--- src/hw/rtl/mqsjs_pkg.sv ---
// Shared types and constants for the multi-queue shortest-job scheduler.
// Used by the controller, datapath and top level; no dependencies.
package mqsjs_pkg;

  localparam int CmdW = 2;
  localparam logic [1:0] CMD_ENQ     = 2'd0;
  localparam logic [1:0] CMD_SERVE   = 2'd1;
  localparam logic [1:0] CMD_RESTART = 2'd2;

  localparam logic [2:0] ST_ENQUEUED  = 3'd0;
  localparam logic [2:0] ST_SERVED    = 3'd1;
  localparam logic [2:0] ST_BAD_QUEUE = 3'd2;
  localparam logic [2:0] ST_FULL      = 3'd3;
  localparam logic [2:0] ST_EMPTY     = 3'd4;

  localparam logic [31:0] CLOCK_MAX = 32'hFFFF_FFFF;
  localparam logic [15:0] BASE_RESET = 16'd20;
  localparam logic [15:0] UNIT_RESET = 16'd10;

  localparam logic CFG_BASE = 1'b0;
  localparam logic CFG_UNIT = 1'b1;

  // Controller commands to the datapath.
  typedef struct packed {
    logic capture;    // latch the incoming item
    logic enq_write;  // write the job and bump the tail
    logic scan_clr;   // reset the head scan
    logic scan_step;  // evaluate one queue head
    logic finish;     // add the size*unit product and commit the serve
    logic restart;    // clear the clock
    logic out_load;   // load the output register
  } dp_cmd_t;

  // Datapath status to the controller.
  typedef struct packed {
    logic [1:0] cmd;
    logic       scan_done;
  } dp_stat_t;

endpackage

--- src/hw/rtl/mqsjs_ctrl.sv ---
// Controller state machine of the scheduler.
// Depends on mqsjs_pkg.
module mqsjs_ctrl (
  input  logic                clk,
  input  logic                rst_n,
  input  logic                in_valid,
  output logic                in_ready,
  input  logic                out_busy,
  input  mqsjs_pkg::dp_stat_t stat,
  output mqsjs_pkg::dp_cmd_t  cmd
);
  import mqsjs_pkg::*;

  typedef enum logic [4:0] {
    S_IDLE   = 5'b00001,
    S_DECODE = 5'b00010,
    S_SCAN   = 5'b00100,
    S_FINISH = 5'b01000,
    S_OUT    = 5'b10000
  } state_t;

  state_t state_r, state_nxt;

  assign in_ready = (state_r == S_IDLE);

  always_comb begin
    state_nxt = state_r;
    cmd = '0;
    unique case (state_r)
      S_IDLE: begin
        if (in_valid) begin
          cmd.capture = 1'b1;
          state_nxt = S_DECODE;
        end
      end
      S_DECODE: begin
        unique case (stat.cmd)
          CMD_ENQ: state_nxt = S_OUT;
          CMD_SERVE: begin
            cmd.scan_clr = 1'b1;
            state_nxt = S_SCAN;
          end
          CMD_RESTART: begin
            cmd.restart = 1'b1;
            state_nxt = S_IDLE;
          end
          default: state_nxt = S_IDLE;
        endcase
      end
      S_SCAN: begin
        cmd.scan_step = 1'b1;
        if (stat.scan_done) state_nxt = S_FINISH;
      end
      S_FINISH: begin
        cmd.finish = 1'b1;
        state_nxt = S_OUT;
      end
      S_OUT: begin
        if (!out_busy) begin
          cmd.out_load = 1'b1;
          cmd.enq_write = (stat.cmd == CMD_ENQ);
          state_nxt = S_IDLE;
        end
      end
      default: state_nxt = S_IDLE;
    endcase
  end

  always_ff @(posedge clk) begin
    if (!rst_n) state_r <= S_IDLE;
    else        state_r <= state_nxt;
  end

`ifndef SYNTHESIS
  a_ready_idle: assert property (@(posedge clk) disable iff (!rst_n)
    in_ready |-> state_r == S_IDLE) else $error("ready outside idle");
  a_cap_next: assert property (@(posedge clk) disable iff (!rst_n)
    cmd.capture |=> state_r == S_DECODE) else $error("capture lost");
  a_finish_out: assert property (@(posedge clk) disable iff (!rst_n)
    cmd.finish |=> state_r == S_OUT) else $error("finish not followed by out");
`endif
endmodule

--- config.mk ---
export PLATFORM = sky130hd
export DESIGN_NAME = mqsjs_ctrl
export DESIGN_NICKNAME = d
export VERILOG_FILES = /design/src/hw/rtl/mqsjs_pkg.sv /design/src/hw/rtl/mqsjs_ctrl.sv
export SDC_FILE = /design/constraint.sdc
export NUM_CORES = 1
export LEC_CHECK = 0
export BUFFER_PORTS_ARGS = -buffer_cell sky130_fd_sc_hd__buf_4
export CAP_MARGIN = 30
export CELL_PAD_IN_SITES_DETAIL_PLACEMENT = 0
export CELL_PAD_IN_SITES_GLOBAL_PLACEMENT = 1
export CORE_AREA = 5 5 42 44
export DETAILED_ROUTE_END_ITERATION = 7
export DIE_AREA = 0 0 47 49
export GPL_TIMING_DRIVEN = 0
export PLACE_DENSITY_LB_ADDON = 0.1
export SYNTH_ARGS = -nofsm -noshare
export SYNTH_HDL_FRONTEND = slang
export SYNTH_SLANG_ARGS = --single-unit
export TNS_END_PERCENT = 10
--- constraint.sdc ---
create_clock -name clk -period 2.6 [get_ports clk]
set_clock_uncertainty 0.1 [all_clocks]
set_input_delay 0.78 -clock clk [delete_from_list [all_inputs] [get_ports clk]]
set_output_delay 0.78 -clock clk [all_outputs]
set_load 0.05 [all_outputs]
==> impl_metrics.ini, run 1 <==
[status]
status = complete, no violations

[timing]
max_freq_ghz = 0.416
rsz0062_at_grt = false
timing.final.crit_share = 0.925
fin_crit_ns = 2.41
setup_viol = 0
fin_tns_setup_ns = 0
hold_viol = 0
tightest_slew_ns = 0.346
finalMaxSlewViolations = 0
relSlewSlack = 0.768

[placement]
hpwl_um = 743
place_congestion = 0.709
io_buffers = 14
dp.cells = 69

[synth]
synthDominantCellAreaShare = 0.295
synthesis.nets = 46
synthSimpleGateAreaFrac = 0.506
yosysSeqAreaShare = 0.295
muxShareOfSynthArea = 0
ys_top_cells_by_area = dfxtp_1, nor4b_4, nand3b_1
synth.avg_cell_area_um2 = 8.69
yosys.area_share.adder = 0
syn_area_um2 = 339
synthArstFlopShare = 0
synth.largest_area_cell = dfxtp_1
synth.yosys.warnings = 0
synth_cell_types = 24
synth_xor_area_frac = 0
synth_top_flop_cell = dfxtp_1
synth-seq-cells = 5
synth_cells = 39
synth_compound_area_frac = 0.144
synth_top_family_by_area = simple AND/OR/NAND/NOR gates
synth-edff-count = 0

[floorplan]
ioPinCount = 15
core_area_mm2 = 0.00140
dieArea_mm2 = 0.00230
die_w_um = 47
die_h_um = 49
row_count = 14
start_util = 0.242

[global_route]
grt_pass1_wl_mm = 1.44
gr-usage-all-layers = 0.0908
first_global_vias = 346
grt-ovfl-total = 0
antenna_found_initial = 0
grt_max_degree = 8

[routing]
vias = 354
drt_iter0_drc = 3
wl_per_cell_um = 12.2
drt-pass1-iter-count = 2
drt-total-wl_um = 887
ant_nets = 0
vias_per_cell = 4.85
drc = 0

[power_and_ir_drop]
internal_power_uw = 163
p_switching_uw = 70.2
pwr_density_cell_mw_per_mm2 = 458
vdd_drop_max_uv = 230
leakage_uw = 0.000212
pwr-share-comb = 0.260
p_sw_frac = 0.301
p_seq_frac = 0.367
clockPowerShare = 0.373

[clocking]
path_clk_slew_ns = 0.04
clock_sinks = 5
htreeDepth = 1
holdBufCountCts = 0
cts_buffers = 3
worst_skew_pair.late_latency_ns = 0.24
cts_tree = built
cts_buffer_depth = 2
cts_root_buffer = clkbuf_4

[worst_setup_path]
crit_path_end_kind = output pin
path_max_fanout = 6
setup.worst_path.start_class = flip-flop
critPathArrivalTime_ns = 1.53
cp.required_ns = 1.72
path_class = reg2out

[run]
max-cap-violations = 0

[finish]
top_regs = state_r x5
syn2layout_area_growth_pct = 50.2
largest_register = state_r
finalNonFillerCells = 73
n_antenna_cell = 0
finalNetCount = 65
drive_gt1_frac = 0.456
largest_reg_flops = 5

[worst_hold_path]
hp-class = reg2reg
## placed cells by master, fill, tap and decap left out, drive strengths merged
| cell | Yosys | final |
|---|---|---|
| a311oi | 1 | 1 |
| a31o | 1 | 1 |
| and2 | 1 | 1 |
| and3 | 1 | 1 |
| buf | 1 | 15 |
| clkbuf | 0 | 4 |
| dfxtp | 5 | 5 |
| inv | 3 | 3 |
| nand3 | 2 | 2 |
| nand3b | 3 | 3 |
| nand4 | 1 | 1 |
| nor2 | 4 | 4 |
| nor2b | 2 | 2 |
| nor3 | 1 | 1 |
| nor3b | 3 | 3 |
| nor4 | 1 | 1 |
| nor4b | 2 | 2 |
| o21a | 1 | 1 |
| o21ai | 2 | 2 |
| o31ai | 1 | 1 |
| or3 | 3 | 3 |
## per-layer routing
metal  part of all wire  vias to the layer above  track usage
li1                   -                      182            -
met1               0.41                      165       0.0901
met2               0.55                        7        0.138
met3              0.034                        0       0.0443
met4                  0                        0       0.0691
met5                  0                        -            0
## logic make-up after synthesis
logic type | count (synthesis)
and+or+nand+nor | 24
AOI/OAI and AO/OA | 6
DFF | 5
buffers and inverters | 4
## power by group through the flow
stage | sequential (uW) | clock [uW] | combinational, uW
3_3_place_gp | 86.5 | 0 | 59.3
2_1_floorplan | 85.3 | 0 | 39.1
6_report | 85.5 | 87.0 | 60.7
4_1_cts | 85.4 | 93.6 | 60.9
3_5_place_dp | 86.8 | 0 | 60.4
5_1_grt | 85.9 | 101 | 65.6
## worst paths after layout
kind	startpoint	to	slack, ns	cells after the start
max	state_r[3]	cmd[4]	0.19	5
min	state_r[2]	state_r[3]	0.51	2
max reg2reg	state_r[0]	state_r[4]	0.97	4
min reg2reg	state_r[2]	state_r[3]	0.51	2
## synthesized netlist by cell type (all sizes together), types with 2 or more instances
library cell	instances
dfxtp	5
inv	3
nand3	2
nand3b	3
nor2	4
nor2b	2
nor3b	3
nor4b	2
o21ai	2
or3	3
## worst max-delay path: stages, from the launching register on
cell	delay (ns)
dfxtp_1	0.37
nor2_2	0.17
nand3_1	0.17
nor3b_2	0.27
buf_4	0.14
buf_4	0.18
## cell type report
type                       instances  area [um2]
fill                             162         892
sequential                         5         100
inverter                           3        11.3
tap                               16        20.0
multi-input combinational         30         239
buffer                             1        7.51
clock buffer                       4        26.3
timing repair buffer              14         105
## what timing repair did
action                     CTS  global route
resized for setup            0             2
setup buffers                0             0
setup endpoints to repair    0             1
## through the flow
stage          worst slack [ns]  utilization  total power, uW  area [um2]  hold slack, ns
6_report                  0.194        0.363              233         509           0.506
5_1_grt                  0.0215        0.363              252         509           0.528
4_1_cts                  0.0131        0.358              240         502           0.493
3_5_place_dp              0.182        0.339              147         475           0.483
3_3_place_gp              0.187        0.339              146         475           0.482
2_1_floorplan           -0.0278            -              124         350           0.429
Power figures use the tool's default switching activity.
==> inputs of run 2 (changes only) <==
==> constraint.sdc (replaced) <==
create_clock -name clk -period 2.6 [get_ports clk]
set_clock_uncertainty 0.1 [all_clocks]
set_input_delay 0.78 -clock clk [delete_from_list [all_inputs] [get_ports clk]]
set_output_delay 0.78 -clock clk [all_outputs]
set_load 0.01 [all_outputs]
==> impl_metrics.ini, run 2 (synthesis gave the netlist of run 1 again) <==
[timing]
max_freq_ghz = 0.413
tightest_slew_ns = 0.353
fin_crit_ns = 2.42
setup_viol = 0
setup_ws_ns = 0.177
fin_tns_setup_ns = 0
relSlewSlack = 0.764
timing.final.crit_share = 0.932
finalMaxSlewViolations = 0
rsz0062_at_grt = false
hold_viol = 0

[finish]
n_fill_cell = 158
final_cell_area_um2 = 490
top_regs = state_r x5
largest_reg_flops = 5
layout_common_cells = buf_4, dfxtp_1, nor2_1
n_antenna_cell = 0
drive_gt1_frac = 0.386
layout_commonest_cell = buf_4
largest_register = state_r
final_util = 0.350
finalNetCount = 65
syn2layout_area_growth_pct = 44.6

[worst_setup_path]
cp.required_ns = 1.72
crit_chain = nor2_1 > nand3_1 > nor3b_1 > buf_4 > buf_4
cp_common_cell = buf_4
crit_path_end_kind = output pin
cp_slowest_cell = dfxtp_1
slowest_delay_ns = 0.36
path_class = reg2out
path_max_fanout = 6
setup.worst_path.start_class = flip-flop
critPathArrivalTime_ns = 1.54

[run]
max-cap-violations = 0

[power_and_ir_drop]
pwr-share-comb = 0.204
p_seq_frac = 0.392
internal_power_uw = 162
clockPowerShare = 0.405
vdd_drop_max_uv = 177
p_switching_uw = 55.6
finalPower_uw = 218
p_sw_frac = 0.255
pwr_density_cell_mw_per_mm2 = 444
leakage_uw = 0.000208

[routing]
drt-total-wl_um = 814
drt_iter0_drc = 5
ant_nets = 0
drc = 0
wl_per_cell_um = 11.2
drt-pass1-iter-count = 4
vias_per_cell = 4.79
vias = 350

[clocking]
path_clk_slew_ns = 0.04
cts_resized = 0
cts_buffers = 3
cts_buffer_depth = 2
htreeDepth = 1
clock_sinks = 5
cts_root_buffer = clkbuf_4
post-cts-setup-buffers = 0
holdBufCountCts = 0
cts_tree = built
worst_skew_pair.late_latency_ns = 0.24

[global_route]
first_global_vias = 317
grt-ovfl-total = 0
gr-usage-all-layers = 0.0866
grt_pass1_wl_mm = 1.36
grt_max_degree = 8
antenna_found_initial = 0

[placement]
dp_slack_ns = 0.274
placed_cell_area_um2 = 464
io_buffers = 14
hpwl_um = 678
place_congestion = 0.682

[worst_hold_path]
hp-class = reg2reg

[floorplan]
core_area_mm2 = 0.00140
dieArea_mm2 = 0.00230
start_util = 0.242
row_count = 14
die_h_um = 49
ioPinCount = 15
die_w_um = 47

[status]
status = complete, no violations
==> run 2: cell types whose count changed in the layout (fill, tap and decap cells not counted) <==
| cell | previous run | this run |
|---|---|---|
| nor4_2 | 1 | 0 |
| nor4_1 | 0 | 1 |
| nor2_2 | 1 | 0 |
| nor3b_1 | 1 | 3 |
| nor2_1 | 3 | 4 |
| nor3b_2 | 2 | 0 |
==> run 2: final cells by class <==
type                            count  area, um2  area share
Timing Repair Buffer               14        105       0.214
Buffer                              1       7.51      0.0153
Multi-Input combinational cell     30        220       0.449
Tap cell                           16       20.0      0.0408
Sequential cell                     5        100       0.204
Inverter                            3       11.3      0.0230
Clock buffer                        4       26.3      0.0536
==> run 2: worst max-delay path, delay by kind of cell, from the launching register on <==
kind	cells	cell delay [ns]
flip-flops	1	0.36
AND/OR/NAND/NOR	3	0.68
buffers and inverters	2	0.26
==> run 2: per-stage QoR <==
step                      hold slack (ns)  instances
after global placement              0.483         69
after detailed placement            0.490         69
after floorplan                     0.429         39
after CTS                           0.502         73
final                               0.497         73
after global routing                0.535         73
==> run 2: path summary, 6_finish.rpt <==
kind	startpoint	end	slack, ns	depth (start not counted)
hold reg to reg	state_r[2]	state_r[3]	0.50	2
setup reg to reg	state_r[0]	state_r[4]	0.96	4
setup / recovery	state_r[3]	cmd[4]	0.18	5
hold / removal	state_r[2]	state_r[3]	0.50	2
==> run 2: power by group through the flow <==
stage / Combinational (uW) / Clock (uW) / Sequential (uW)
floorplan: 24.7 / 0 / 85.3
finish: 44.4 / 88.2 / 85.3
detailed placement: 44.4 / 0 / 86.6
CTS: 44.8 / 93.3 / 85.3
global placement: 44.0 / 0 / 86.5
global route: 48.7 / 102 / 86.0
==> run 2: metal layers <==
| metal | GRT usage | vias up | wire length, um |
|---|---|---|---|
| li1 | - | 183 | - |
| met1 | 0.0921 | 155 | 339 |
| met2 | 0.115 | 10 | 409 |
| met3 | 0.0443 | 2 | 46 |
| met4 | 0.0829 | 0 | 19 |
| met5 | 0 | - | 0 |
